==> config.mk <==
export PLATFORM = sky130hd
export DESIGN_NAME = gas_baseline_ratio_classifier
export DESIGN_NICKNAME = d
export VERILOG_FILES = /design/src/sv/gbr_pkg.sv /design/src/sv/gbr_front.sv /design/src/sv/gbr_fifo.sv /design/src/sv/gbr_div.sv /design/src/sv/gbr_back.sv /design/src/sv/gas_baseline_ratio_classifier.sv
export SDC_FILE = /design/constraint.sdc
export NUM_CORES = 1
export LEC_CHECK = 0
export ABC_AREA = 1
export BUFFER_PORTS_ARGS = -buffer_cell sky130_fd_sc_hd__buf_2
export CAP_MARGIN = 15
export CORE_MARGIN = 2
export CORE_UTILIZATION = 57
export DETAILED_ROUTE_END_ITERATION = 10
export HOLD_SLACK_MARGIN = 0.02
export PLACE_DENSITY = 0.78
export SLEW_MARGIN = 20
export SYNTH_ARGS = -nofsm -noshare
export SYNTH_HDL_FRONTEND = slang
export SYNTH_SLANG_ARGS = --single-unit
export TNS_END_PERCENT = 30
==> constraint.sdc <==
create_clock -name clock -period 5.3 [get_ports clock]
set_clock_uncertainty 0.1 [all_clocks]
set_input_delay 1.06 -clock clock [delete_from_list [all_inputs] [get_ports clock]]
set_output_delay 1.06 -clock clock [all_outputs]
set_load 0.02 [all_outputs]
==> src/sv/gbr_pkg.sv <==
// shared types, widths and constants of the gas baseline ratio classifier
`timescale 1ns / 1ps
`default_nettype none

package gbr_pkg;

   // field widths
   localparam int ADC_BITS  = 12;
   localparam int BASE_W    = 20;
   localparam int INDEX_W   = 20;
   localparam int LIMIT_W   = 16;
   localparam int WARM_W    = 8;
   localparam int CLASS_W   = 2;

   // default group length
   localparam int DEF_SAMPLES = 8;

   // queue between front and back
   localparam int FIFO_DEPTH = 2;

   // index divider: reading shifted up by 16 over the baseline
   localparam int DVD_W = ADC_BITS + 16;

   // baseline limits, q12.8
   localparam logic [BASE_W-1:0] BASE_ONE = 20'd256;
   localparam logic [BASE_W-1:0] BASE_MAX = 20'hFFFFF;

   // exponential average: (9*b + r*256 + 5) / 10 via reciprocal
   localparam int EMA_W     = 24;
   localparam int EMA_SHIFT = 28;
   localparam int RECIP10_W = 25;
   localparam logic [RECIP10_W-1:0] EMA_RECIP10 = 25'd26843546;
   localparam logic [3:0] EMA_MULT  = 4'd9;
   localparam logic [3:0] EMA_ROUND = 4'd5;

   // class codes
   localparam logic [CLASS_W-1:0] CLASS_HAPPY   = 2'd0;
   localparam logic [CLASS_W-1:0] CLASS_NEUTRAL = 2'd1;
   localparam logic [CLASS_W-1:0] CLASS_MAD     = 2'd2;

   // register port
   localparam int PADDR_W   = 4;
   localparam int PDATA_W   = 32;
   localparam int REG_IDX_W = 2;
   localparam logic [REG_IDX_W-1:0] REG_HAPPY_LIMIT     = 2'd0;
   localparam logic [REG_IDX_W-1:0] REG_NEUTRAL_LIMIT   = 2'd1;
   localparam logic [REG_IDX_W-1:0] REG_WARMUP_READINGS = 2'd2;

   localparam logic [LIMIT_W-1:0] RST_HAPPY_LIMIT     = 16'd307;
   localparam logic [LIMIT_W-1:0] RST_NEUTRAL_LIMIT   = 16'd422;
   localparam logic [WARM_W-1:0]  RST_WARMUP_READINGS = 8'd20;

   // configuration seen by the back end
   typedef struct packed {
      logic [LIMIT_W-1:0] happy_limit;
      logic [LIMIT_W-1:0] neutral_limit;
      logic [WARM_W-1:0]  warmup_readings;
   } gbr_cfg_type;

   // queue status
   typedef struct packed {
      logic full;
      logic empty;
   } gbr_fifo_stat_type;

   // divider request and response
   typedef struct packed {
      logic              start;
      logic [DVD_W-1:0]  dividend;
      logic [BASE_W-1:0] divisor;
   } gbr_div_req_type;

   typedef struct packed {
      logic               done;
      logic [INDEX_W-1:0] quotient;
   } gbr_div_rsp_type;

endpackage

`default_nettype wire

==> src/sv/gbr_front.sv <==
// front end: accepts samples and sums each group into the queue
`timescale 1ns / 1ps
`default_nettype none

module gbr_front #(
   parameter int SAMPLES_PER_READING = gbr_pkg::DEF_SAMPLES
) (
   input  wire logic                              clock,
   input  wire logic                              reset,
   input  wire logic                              req_valid,
   output logic                                   req_ready,
   input  wire logic [gbr_pkg::ADC_BITS-1:0]      req_adc_sample,
   input  wire gbr_pkg::gbr_fifo_stat_type        fifo_stat,
   output logic                                   push,
   output logic [gbr_pkg::ADC_BITS+$clog2(SAMPLES_PER_READING)-1:0] push_sum
);
   import gbr_pkg::*;

   localparam int SUM_W = ADC_BITS + $clog2(SAMPLES_PER_READING);
   localparam int CNT_W = (SAMPLES_PER_READING > 1) ? $clog2(SAMPLES_PER_READING) : 1;
   localparam logic [CNT_W-1:0] LAST_CNT = CNT_W'(SAMPLES_PER_READING - 1);

   logic [SUM_W-1:0] sum_ff, sum_in, sum_next;
   logic [CNT_W-1:0] count_ff, count_in;
   logic             last;
   logic             accept;

   // last beat of a group needs room in the queue
   assign last      = (count_ff == LAST_CNT);
   assign req_ready = !(last && fifo_stat.full);
   assign accept    = req_valid && req_ready;
   assign sum_next  = sum_ff + SUM_W'(req_adc_sample);
   assign push      = accept && last;
   assign push_sum  = sum_next;

   // group accumulator
   always_comb begin
      sum_in   = sum_ff;
      count_in = count_ff;
      if (accept) begin
         if (last) begin
            sum_in   = '0;
            count_in = '0;
         end else begin
            sum_in   = sum_next;
            count_in = count_ff + CNT_W'(1);
         end
      end
   end

   always_ff @(posedge clock) begin
      if (reset) begin
         sum_ff   <= '0;
         count_ff <= '0;
      end else begin
         sum_ff   <= sum_in;
         count_ff <= count_in;
      end
   end

endmodule

`default_nettype wire

==> src/sv/gbr_fifo.sv <==
// short queue of group sums between the front and back ends
`timescale 1ns / 1ps
`default_nettype none

module gbr_fifo #(
   parameter int WIDTH = 15,
   parameter int DEPTH = gbr_pkg::FIFO_DEPTH
) (
   input  wire logic                       clock,
   input  wire logic                       reset,
   input  wire logic                       push,
   input  wire logic [WIDTH-1:0]           push_data,
   input  wire logic                       pop,
   output logic [WIDTH-1:0]                pop_data,
   output gbr_pkg::gbr_fifo_stat_type      fifo_stat
);
   import gbr_pkg::*;

   localparam int PTR_W = (DEPTH > 1) ? $clog2(DEPTH) : 1;
   localparam int CNT_W = $clog2(DEPTH + 1);
   localparam logic [PTR_W-1:0] LAST_PTR = PTR_W'(DEPTH - 1);
   localparam logic [CNT_W-1:0] FULL_CNT = CNT_W'(DEPTH);

   logic [WIDTH-1:0] data_ff [DEPTH];
   logic [PTR_W-1:0] wr_ptr_ff, wr_ptr_in;
   logic [PTR_W-1:0] rd_ptr_ff, rd_ptr_in;
   logic [CNT_W-1:0] count_ff, count_in;

   assign fifo_stat.full  = (count_ff == FULL_CNT);
   assign fifo_stat.empty = (count_ff == '0);
   assign pop_data        = data_ff[rd_ptr_ff];

   // pointer and fill bookkeeping
   always_comb begin
      wr_ptr_in = wr_ptr_ff;
      rd_ptr_in = rd_ptr_ff;
      count_in  = count_ff;
      if (push) begin
         wr_ptr_in = (wr_ptr_ff == LAST_PTR) ? '0 : wr_ptr_ff + PTR_W'(1);
      end
      if (pop) begin
         rd_ptr_in = (rd_ptr_ff == LAST_PTR) ? '0 : rd_ptr_ff + PTR_W'(1);
      end
      if (push && !pop) begin
         count_in = count_ff + CNT_W'(1);
      end else if (pop && !push) begin
         count_in = count_ff - CNT_W'(1);
      end
   end

   always_ff @(posedge clock) begin
      if (reset) begin
         wr_ptr_ff <= '0;
         rd_ptr_ff <= '0;
         count_ff  <= '0;
      end else begin
         wr_ptr_ff <= wr_ptr_in;
         rd_ptr_ff <= rd_ptr_in;
         count_ff  <= count_in;
      end
   end

   // entry storage
   always_ff @(posedge clock) begin
      if (push) begin
         data_ff[wr_ptr_ff] <= push_data;
      end
   end

   // no overflow or underflow
   a_no_push_full: assert property (@(posedge clock) disable iff (reset)
      push |-> (!fifo_stat.full || pop))
      else $error("group sum pushed into full queue");

   a_no_pop_empty: assert property (@(posedge clock) disable iff (reset)
      pop |-> !fifo_stat.empty)
      else $error("group sum popped from empty queue");

endmodule

`default_nettype wire

==> src/sv/gbr_div.sv <==
// restoring divider for the air index, one quotient bit per cycle
`timescale 1ns / 1ps
`default_nettype none

module gbr_div (
   input  wire logic                       clock,
   input  wire logic                       reset,
   input  wire gbr_pkg::gbr_div_req_type   div_req,
   output gbr_pkg::gbr_div_rsp_type        div_rsp
);
   import gbr_pkg::*;

   // quotient fits INDEX_W bits since the divisor is at least 1.0
   localparam int CNT_W = $clog2(INDEX_W + 1);

   logic [BASE_W-1:0]  rem_ff, rem_in;
   logic [INDEX_W-1:0] quo_ff, quo_in;
   logic [BASE_W-1:0]  divisor_ff, divisor_in;
   logic [CNT_W-1:0]   cnt_ff, cnt_in;
   logic               busy_ff, busy_in;
   logic               done_ff, done_in;
   logic [BASE_W:0]    trial;
   logic [BASE_W:0]    diff;
   logic               ge;

   assign trial = {rem_ff, quo_ff[INDEX_W-1]};
   assign ge    = (trial >= {1'b0, divisor_ff});
   assign diff  = trial - {1'b0, divisor_ff};

   // shift and subtract step
   always_comb begin
      rem_in     = rem_ff;
      quo_in     = quo_ff;
      divisor_in = divisor_ff;
      cnt_in     = cnt_ff;
      busy_in    = busy_ff;
      done_in    = 1'b0;
      if (div_req.start) begin
         rem_in     = BASE_W'(div_req.dividend[DVD_W-1:INDEX_W]);
         quo_in     = div_req.dividend[INDEX_W-1:0];
         divisor_in = div_req.divisor;
         cnt_in     = CNT_W'(INDEX_W);
         busy_in    = 1'b1;
      end else if (busy_ff) begin
         rem_in = ge ? diff[BASE_W-1:0] : trial[BASE_W-1:0];
         quo_in = {quo_ff[INDEX_W-2:0], ge};
         cnt_in = cnt_ff - CNT_W'(1);
         if (cnt_ff == CNT_W'(1)) begin
            busy_in = 1'b0;
            done_in = 1'b1;
         end
      end
   end

   always_ff @(posedge clock) begin
      if (reset) begin
         cnt_ff  <= '0;
         busy_ff <= 1'b0;
         done_ff <= 1'b0;
      end else begin
         cnt_ff  <= cnt_in;
         busy_ff <= busy_in;
         done_ff <= done_in;
      end
   end

   always_ff @(posedge clock) begin
      rem_ff     <= rem_in;
      quo_ff     <= quo_in;
      divisor_ff <= divisor_in;
   end

   assign div_rsp.done     = done_ff;
   assign div_rsp.quotient = quo_ff;

   // a new division never cuts into a running one
   a_start_idle: assert property (@(posedge clock) disable iff (reset)
      div_req.start |-> !busy_ff)
      else $error("divider started while busy");

endmodule

`default_nettype wire

==> src/sv/gbr_back.sv <==
// back end: reading, baseline update, index division, class and result register
`timescale 1ns / 1ps
`default_nettype none

module gbr_back #(
   parameter int SAMPLES_PER_READING = gbr_pkg::DEF_SAMPLES
) (
   input  wire logic                              clock,
   input  wire logic                              reset,
   input  wire gbr_pkg::gbr_cfg_type              cfg,
   input  wire gbr_pkg::gbr_fifo_stat_type        fifo_stat,
   input  wire logic [gbr_pkg::ADC_BITS+$clog2(SAMPLES_PER_READING)-1:0] pop_data,
   output logic                                   pop,
   output gbr_pkg::gbr_div_req_type               div_req,
   input  wire gbr_pkg::gbr_div_rsp_type          div_rsp,
   output logic                                   rsp_valid,
   input  wire logic                              rsp_ready,
   output logic [gbr_pkg::ADC_BITS-1:0]           rsp_reading_average,
   output logic [gbr_pkg::BASE_W-1:0]             rsp_baseline_level,
   output logic [gbr_pkg::INDEX_W-1:0]            rsp_air_index,
   output logic [gbr_pkg::CLASS_W-1:0]            rsp_air_class,
   output logic                                   rsp_warming_up
);
   import gbr_pkg::*;

   // group mean by exact reciprocal multiply
   localparam int SUM_W       = ADC_BITS + $clog2(SAMPLES_PER_READING);
   localparam int SCALE_SHIFT = SUM_W + $clog2(SAMPLES_PER_READING);
   localparam int RS_W        = SCALE_SHIFT + 1;
   localparam int PS_W        = SUM_W + RS_W;
   localparam logic [RS_W-1:0] RECIP_S = RS_W'(((64'd1 << SCALE_SHIFT)
      + 64'(SAMPLES_PER_READING) - 64'd1) / 64'(SAMPLES_PER_READING));
   localparam int EP_W = EMA_W + RECIP10_W;

   // sequencer codes
   localparam logic [3:0] ST_IDLE  = 4'd0;
   localparam logic [3:0] ST_SCALE = 4'd1;
   localparam logic [3:0] ST_READ  = 4'd2;
   localparam logic [3:0] ST_EMA   = 4'd3;
   localparam logic [3:0] ST_PROD  = 4'd4;
   localparam logic [3:0] ST_BASE  = 4'd5;
   localparam logic [3:0] ST_DIV   = 4'd6;
   localparam logic [3:0] ST_WAIT  = 4'd7;
   localparam logic [3:0] ST_OUT   = 4'd8;

   logic [3:0]          state_ff, state_in;
   logic [SUM_W-1:0]    sum_ff, sum_in;
   logic [PS_W-1:0]     sprod_ff, sprod_in;
   logic [ADC_BITS-1:0] reading_ff, reading_in;
   logic                warming_ff, warming_in;
   logic [EMA_W-1:0]    acc_ff, acc_in;
   logic [EP_W-1:0]     eprod_ff, eprod_in;
   logic [BASE_W-1:0]   base_ff, base_in;
   logic                first_ff, first_in;
   logic [WARM_W-1:0]   done_cnt_ff, done_cnt_in;

   logic                out_valid_ff, out_valid_in;
   logic [ADC_BITS-1:0] out_avg_ff, out_avg_in;
   logic [BASE_W-1:0]   out_base_ff, out_base_in;
   logic [INDEX_W-1:0]  out_index_ff, out_index_in;
   logic [CLASS_W-1:0]  out_class_ff, out_class_in;
   logic                out_warm_ff, out_warm_in;

   logic                out_free;
   logic [CLASS_W-1:0]  air_class;
   logic [BASE_W-1:0]   reading_up;

   // clamp into 1.0 .. max baseline
   function automatic logic [BASE_W-1:0] clamp_base(input logic [BASE_W:0] v);
      logic [BASE_W-1:0] r;
      if (v < {1'b0, BASE_ONE}) begin
         r = BASE_ONE;
      end else if (v > {1'b0, BASE_MAX}) begin
         r = BASE_MAX;
      end else begin
         r = v[BASE_W-1:0];
      end
      return r;
   endfunction

   assign out_free   = !out_valid_ff || rsp_ready;
   assign pop        = (state_ff == ST_IDLE) && !fifo_stat.empty;
   assign reading_up = {reading_ff, 8'd0};

   // index request to the divider
   assign div_req.start    = (state_ff == ST_DIV);
   assign div_req.dividend = {reading_ff, 16'd0};
   assign div_req.divisor  = base_ff;

   // class against the two limits, neutral while warming
   always_comb begin
      if (warming_ff) begin
         air_class = CLASS_NEUTRAL;
      end else if (div_rsp.quotient <= INDEX_W'(cfg.happy_limit)) begin
         air_class = CLASS_HAPPY;
      end else if (div_rsp.quotient <= INDEX_W'(cfg.neutral_limit)) begin
         air_class = CLASS_NEUTRAL;
      end else begin
         air_class = CLASS_MAD;
      end
   end

   // per-reading sequencer
   always_comb begin
      state_in     = state_ff;
      sum_in       = sum_ff;
      sprod_in     = sprod_ff;
      reading_in   = reading_ff;
      warming_in   = warming_ff;
      acc_in       = acc_ff;
      eprod_in     = eprod_ff;
      base_in      = base_ff;
      first_in     = first_ff;
      done_cnt_in  = done_cnt_ff;
      out_valid_in = out_valid_ff && !rsp_ready;
      out_avg_in   = out_avg_ff;
      out_base_in  = out_base_ff;
      out_index_in = out_index_ff;
      out_class_in = out_class_ff;
      out_warm_in  = out_warm_ff;
      case (state_ff)
         ST_IDLE: begin
            if (pop) begin
               sum_in   = pop_data;
               state_in = ST_SCALE;
            end
         end
         ST_SCALE: begin
            sprod_in = PS_W'(sum_ff) * PS_W'(RECIP_S);
            state_in = ST_READ;
         end
         ST_READ: begin
            reading_in = sprod_ff[SCALE_SHIFT +: ADC_BITS];
            warming_in = (done_cnt_ff < cfg.warmup_readings);
            state_in   = ST_EMA;
         end
         ST_EMA: begin
            acc_in = EMA_W'(base_ff) * EMA_W'(EMA_MULT) + EMA_W'(reading_up)
               + EMA_W'(EMA_ROUND);
            state_in = ST_PROD;
         end
         ST_PROD: begin
            eprod_in = EP_W'(acc_ff) * EP_W'(EMA_RECIP10);
            state_in = ST_BASE;
         end
         ST_BASE: begin
            if (!first_ff) begin
               base_in  = clamp_base({1'b0, reading_up});
               first_in = 1'b1;
            end else if (warming_ff) begin
               base_in = clamp_base(eprod_ff[EMA_SHIFT +: BASE_W+1]);
            end
            if (done_cnt_ff != '1) begin
               done_cnt_in = done_cnt_ff + WARM_W'(1);
            end
            state_in = ST_DIV;
         end
         ST_DIV: begin
            state_in = ST_WAIT;
         end
         ST_WAIT: begin
            if (div_rsp.done) begin
               state_in = ST_OUT;
            end
         end
         ST_OUT: begin
            if (out_free) begin
               out_valid_in = 1'b1;
               out_avg_in   = reading_ff;
               out_base_in  = base_ff;
               out_index_in = div_rsp.quotient;
               out_class_in = air_class;
               out_warm_in  = warming_ff;
               state_in     = ST_IDLE;
            end
         end
         default: begin
            state_in = ST_IDLE;
         end
      endcase
   end

   always_ff @(posedge clock) begin
      if (reset) begin
         state_ff     <= ST_IDLE;
         base_ff      <= BASE_ONE;
         first_ff     <= 1'b0;
         done_cnt_ff  <= '0;
         out_valid_ff <= 1'b0;
      end else begin
         state_ff     <= state_in;
         base_ff      <= base_in;
         first_ff     <= first_in;
         done_cnt_ff  <= done_cnt_in;
         out_valid_ff <= out_valid_in;
      end
   end

   always_ff @(posedge clock) begin
      sum_ff       <= sum_in;
      sprod_ff     <= sprod_in;
      reading_ff   <= reading_in;
      warming_ff   <= warming_in;
      acc_ff       <= acc_in;
      eprod_ff     <= eprod_in;
      out_avg_ff   <= out_avg_in;
      out_base_ff  <= out_base_in;
      out_index_ff <= out_index_in;
      out_class_ff <= out_class_in;
      out_warm_ff  <= out_warm_in;
   end

   assign rsp_valid           = out_valid_ff;
   assign rsp_reading_average = out_avg_ff;
   assign rsp_baseline_level  = out_base_ff;
   assign rsp_air_index       = out_index_ff;
   assign rsp_air_class       = out_class_ff;
   assign rsp_warming_up      = out_warm_ff;

   // baseline never drops below 1.0
   a_base_floor: assert property (@(posedge clock) disable iff (reset)
      rsp_valid |-> (rsp_baseline_level >= BASE_ONE))
      else $error("baseline below 1.0 on result beat");

   // warm-up beats carry the neutral class
   a_warm_neutral: assert property (@(posedge clock) disable iff (reset)
      (rsp_valid && rsp_warming_up) |-> (rsp_air_class == CLASS_NEUTRAL))
      else $error("warm-up reading not neutral");

   // divider answers only while the sequencer waits for it
   a_div_done_wait: assert property (@(posedge clock) disable iff (reset)
      div_rsp.done |-> (state_ff == ST_WAIT))
      else $error("divider result outside wait state");

endmodule

`default_nettype wire

==> src/sv/gas_baseline_ratio_classifier.sv <==
// top level: register port, front end, queue, divider and back end
//
//  channel  direction  handshake             payload
//  req      in         req_valid/req_ready   req_adc_sample
//  rsp      out        rsp_valid/rsp_ready   reading_average, baseline_level,
//                                            air_index, air_class, warming_up
//  csr      in/out     psel/penable/pready   paddr, pwdata, pwrite, prdata
//
// the front takes one sample a cycle, but holds a group's last sample while
// the queue is full; every SAMPLES_PER_READING-th sample pushes a group sum
// into a two-entry queue; the back handles one reading at a time, waits on
// the 20-step index divider for each and pops the next group sum only once
// the result register has taken the last result
// reset is synchronous; no clearing pass
// a stalled result holds in the output register while the front keeps
// accepting until the queue is full
`timescale 1ns / 1ps
`default_nettype none

module gas_baseline_ratio_classifier #(
   parameter int SAMPLES_PER_READING = gbr_pkg::DEF_SAMPLES
) (
   input  wire logic                              clock,
   input  wire logic                              reset,
   input  wire logic                              req_valid,
   output logic                                   req_ready,
   input  wire logic [gbr_pkg::ADC_BITS-1:0]      req_adc_sample,
   output logic                                   rsp_valid,
   input  wire logic                              rsp_ready,
   output logic [gbr_pkg::ADC_BITS-1:0]           rsp_reading_average,
   output logic [gbr_pkg::BASE_W-1:0]             rsp_baseline_level,
   output logic [gbr_pkg::INDEX_W-1:0]            rsp_air_index,
   output logic [gbr_pkg::CLASS_W-1:0]            rsp_air_class,
   output logic                                   rsp_warming_up,
   input  wire logic                              psel,
   input  wire logic                              penable,
   input  wire logic                              pwrite,
   input  wire logic [gbr_pkg::PADDR_W-1:0]       paddr,
   input  wire logic [gbr_pkg::PDATA_W-1:0]       pwdata,
   output logic [gbr_pkg::PDATA_W-1:0]            prdata,
   output logic                                   pready
);
   import gbr_pkg::*;

   localparam int SUM_W = ADC_BITS + $clog2(SAMPLES_PER_READING);

   logic [LIMIT_W-1:0]   happy_ff, happy_in;
   logic [LIMIT_W-1:0]   neutral_ff, neutral_in;
   logic [WARM_W-1:0]    warmup_ff, warmup_in;
   logic                 wr_en;
   logic [REG_IDX_W-1:0] reg_idx;
   gbr_cfg_type          cfg;
   gbr_fifo_stat_type    fifo_stat;
   logic                 push;
   logic                 pop;
   logic [SUM_W-1:0]     push_sum;
   logic [SUM_W-1:0]     pop_data;
   gbr_div_req_type      div_req;
   gbr_div_rsp_type      div_rsp;

   // register port
   assign pready  = 1'b1;
   assign wr_en   = psel && penable && pwrite;
   assign reg_idx = paddr[REG_IDX_W+1:2];

   always_comb begin
      happy_in   = happy_ff;
      neutral_in = neutral_ff;
      warmup_in  = warmup_ff;
      if (wr_en) begin
         case (reg_idx)
            REG_HAPPY_LIMIT:     happy_in   = pwdata[LIMIT_W-1:0];
            REG_NEUTRAL_LIMIT:   neutral_in = pwdata[LIMIT_W-1:0];
            REG_WARMUP_READINGS: warmup_in  = pwdata[WARM_W-1:0];
            default: begin
            end
         endcase
      end
   end

   always_ff @(posedge clock) begin
      if (reset) begin
         happy_ff   <= RST_HAPPY_LIMIT;
         neutral_ff <= RST_NEUTRAL_LIMIT;
         warmup_ff  <= RST_WARMUP_READINGS;
      end else begin
         happy_ff   <= happy_in;
         neutral_ff <= neutral_in;
         warmup_ff  <= warmup_in;
      end
   end

   // register read
   always_comb begin
      case (reg_idx)
         REG_HAPPY_LIMIT:     prdata = PDATA_W'(happy_ff);
         REG_NEUTRAL_LIMIT:   prdata = PDATA_W'(neutral_ff);
         REG_WARMUP_READINGS: prdata = PDATA_W'(warmup_ff);
         default:             prdata = '0;
      endcase
   end

   assign cfg.happy_limit     = happy_ff;
   assign cfg.neutral_limit   = neutral_ff;
   assign cfg.warmup_readings = warmup_ff;

   // sample accumulation
   gbr_front #(
      .SAMPLES_PER_READING (SAMPLES_PER_READING)
   ) u_front (
      .clock          (clock),
      .reset          (reset),
      .req_valid      (req_valid),
      .req_ready      (req_ready),
      .req_adc_sample (req_adc_sample),
      .fifo_stat      (fifo_stat),
      .push           (push),
      .push_sum       (push_sum)
   );

   // group sum queue
   gbr_fifo #(
      .WIDTH (SUM_W),
      .DEPTH (FIFO_DEPTH)
   ) u_fifo (
      .clock     (clock),
      .reset     (reset),
      .push      (push),
      .push_data (push_sum),
      .pop       (pop),
      .pop_data  (pop_data),
      .fifo_stat (fifo_stat)
   );

   // index divider
   gbr_div u_div (
      .clock   (clock),
      .reset   (reset),
      .div_req (div_req),
      .div_rsp (div_rsp)
   );

   // reading processing and result register
   gbr_back #(
      .SAMPLES_PER_READING (SAMPLES_PER_READING)
   ) u_back (
      .clock               (clock),
      .reset               (reset),
      .cfg                 (cfg),
      .fifo_stat           (fifo_stat),
      .pop_data            (pop_data),
      .pop                 (pop),
      .div_req             (div_req),
      .div_rsp             (div_rsp),
      .rsp_valid           (rsp_valid),
      .rsp_ready           (rsp_ready),
      .rsp_reading_average (rsp_reading_average),
      .rsp_baseline_level  (rsp_baseline_level),
      .rsp_air_index       (rsp_air_index),
      .rsp_air_class       (rsp_air_class),
      .rsp_warming_up      (rsp_warming_up)
   );

endmodule

`default_nettype wire

==> impl_results.md <==
* Vias/cell at 5.53
* Die height at 224 µm
* RSZ-0062 raised after global routing: yes
* Commonest non-fill, non-tap cell in the layout: inv_1
* Placed wire-length estimate at 61400 µm
* Register area at 0.00842 mm²
* Avg Cell Area, Syn at 8.97 µm²
* DR iter-0 viols at 1814
* Number of remaining DRC errors at 0
* Setup CP Type: reg -> reg
* Status: finished with violations
* Die Wd at 224 µm
* Fin Hold WS at 319 ps
* Worst setup EP type: flop
* Post-synth ARST share at 0
* Cell total after placement at 3936
* Ports at 145
* CTS Hold Bufs at 0
* Multi-input gate area at around 0.017 mm²
* Adder-cell share of the synthesized area at 0.336
* Number of global-route vias before repair at between 20k and 25k
* Clock-pin slew on the worst setup and hold paths at 70 ps
* CTS Root Cell: clkbuf_16
* Seq/Total Area, Yosys at 0.306
* Synth cell types at 52
* Pre-antenna DRT Iters at 7
* Post-synth top area share at 0.210
* Final slew viol count at 0
* Antenna cells at 0
* Syn-to-layout area delta at 16.7%
* Final GP Congestion at between 0.9 and 1
* Failing checks: setup timing
* Number of max-cap violations at 0
* Htree depth at 1
* Register bit total from synthesis at 324
* Fmax at 0.171 GHz
* Ys flop type: edfxtp_1
* Post-synthesis cell area at between 0.02 and 0.03 mm²
* Fin worst setup slack at -545 ps
* Top cells by area, synth: edfxtp_1 21%, ha_1 17%, fa_1 16%
* Slew headroom at 0.343
* CTS sink count at about 320
* CTS tree: built
* Core area at 0.0477 mm²
* Setup WS pre-CTS at -615 ps
* Layout filler cell count at around 3.9k
* Worst Path Max Fanout at 4
* Number of routed nets with antenna violations at 0
* Data required, critical path at 5510 ps
* Fraction of the mapped netlist area in simple logic gates at 0.131
* Final period util at 1.10
* Most frequent cells in the layout: 624 x inv_1, 446 x nand2_1, 342 x ha_1
* Crit path time final at 5850 ps
* Synth Area in XOR/XNOR at 0.0223
* Std-Cell Rows at 80
* Total CTS buffers at 29
* Arr. time, crit path at between 6000 and 7000 ps
* Worst Hold Class: reg -> reg
* Largest net degree at the start of global routing at 63
* Mux cell area share after synthesis at 0
* Largest family of logic cells by synthesized area: adder cells
* Post-route insts no fill at 4003
* Routed WL at approximately 75000 µm
* CTS max path bufs at 3
* Synth Area in Compound Gates at 0.104
* Area of the die at 0.0501 mm²
* Final Hold Violating Endpoints at 0
* Crit start category: flop
* Tot GR Track Use at 0.302
* GRT Residual Overflow at 0
* Final sum of negative setup slack at -9870 ps
* Post-synthesis cell count at 3072
* Synth Warn # at 0
* Clk Latency, worst-skew pair at about 560 ps
* Final #Nets at 4026
* Cell taking the most area after synthesis: edfxtp_1
* PortBufs at 109
* Starting density of the core at 0.577
* Number of enable flip-flop cells after synthesis at ~190
* DR vias at roughly 22k
* DR WL/cell at 18.7 µm
* Final setup violation count at 21
* Slew at the pin closest to its max-slew limit at 984 ps
* First-pass GRT wire length at approximately 120000 µm
* Share of cells above drive strength 1 at 0.171
* Number of antenna violations at the first check in global routing at 0
[synth_stat cells, drive strengths merged (4+ instances only)]
library cell	instances
inv	651
nand2	484
ha	384
a21oi	234
fa	222
nor2	203
edfxtp	193
o21ai	154
dfxtp	131
nand3	82
xor2	45
nand4	34
buf	33
o211ai	31
nor3	28
o22ai	27
xnor2	25
clkbuf	24
a21o	16
o21a	10
o21bai	9
nand3b	8
o221ai	7
and2	6
or2	6
a21boi	5
a31oi	5
nor4	4
[registers in the layout, summed over array words and instances, names as in the netlist, 15 cells and up]
register and count:
u_div.rem_ff 20, u_fifo.data_ff 24, u_back.rsp_baseline_level 20, u_div.quo_ff 20, happy_ff 16, neutral_ff 16
u_front.sum_ff 15, u_back.base_ff 20, u_div.divisor_ff 20, u_back.acc_ff 24, u_back.rsp_air_index 20, u_back.eprod_ff 21
[path summary, 6_finish.rpt]
check | depth (start not counted) | to | slack (ps) | start
worst max register to register | 23 | u_back.eprod_ff[47]$_DFFE_PP_ | -550 | u_back.acc_ff[8]$_DFFE_PP_
worst min register to register | 0 | u_back.reading_ff[2]$_DFFE_PP_ | 320 | u_back.sprod_ff[20]$_DFFE_PP_
worst min-delay path | 0 | u_back.reading_ff[2]$_DFFE_PP_ | 320 | u_back.sprod_ff[20]$_DFFE_PP_
worst max-delay path | 23 | u_back.eprod_ff[47]$_DFFE_PP_ | -550 | u_back.acc_ff[8]$_DFFE_PP_
[repair_timing]
action,in CTS,in global routing
pin swaps,32,38
setup buffers,9,4
gates resized for setup,64,72
hold endpoints to repair,0,0
endpoints found under the setup margin,21,21
[logic make-up after synthesis]
logic type | after synthesis
compound gates | 504
xor+xnor | 70
fa+ha+maj | 606
buf+inv | 710
flops | 324
other cells | 2
simple gates | 856
[per-layer routing]
layer / global-route usage / routed length (µm) / vias to the layer above / share of wire
met1: 0.434 / 33100 / 10700 / 0.44
met3: 0.0429 / 5670 / 116 / 0.076
met5: 0 / 0 / - / 0
met4: 0.0744 / 2140 / 0 / 0.029
met2: 0.484 / 33800 / 758 / 0.45
li1: - / - / 10500 / -
[critical path, stage by stage (launching register included)]
cell and delay, ps:
edfxtp_1 550, ha_4 250, buf_6 130, fa_1 490
inv_1 60, fa_1 450, fa_1 510, inv_1 60
fa_1 460, fa_1 500, inv_1 60, fa_1 580
inv_2 70, ha_4 290, nand2_4 70, buf_6 120
nor2_4 130, inv_2 70, nor2_4 140, inv_2 60
nor3_1 130, nand2_1 110, nand4_1 120, nand2_1 90
[through the flow]
stage,utilization,cell area (µm²)
global route,0.673,32100
global placement,0.641,30600
CTS,0.667,31800
finish,0.673,32100
floorplan,-,28200
detailed placement,0.641,30600
[cell type report]
class                      instances  share of cell area
multi-input combinational       2053               0.544
sequential                       324               0.262
inverter                         653              0.0763
timing repair buffer             304              0.0645
clock buffer                      42              0.0251
tap                              615              0.0239
clock inverter                    12             0.00444
Power is left out: the tool's default activity adds up to more than one toggle a clock period on the data nets, which glitch-free logic cannot reach.
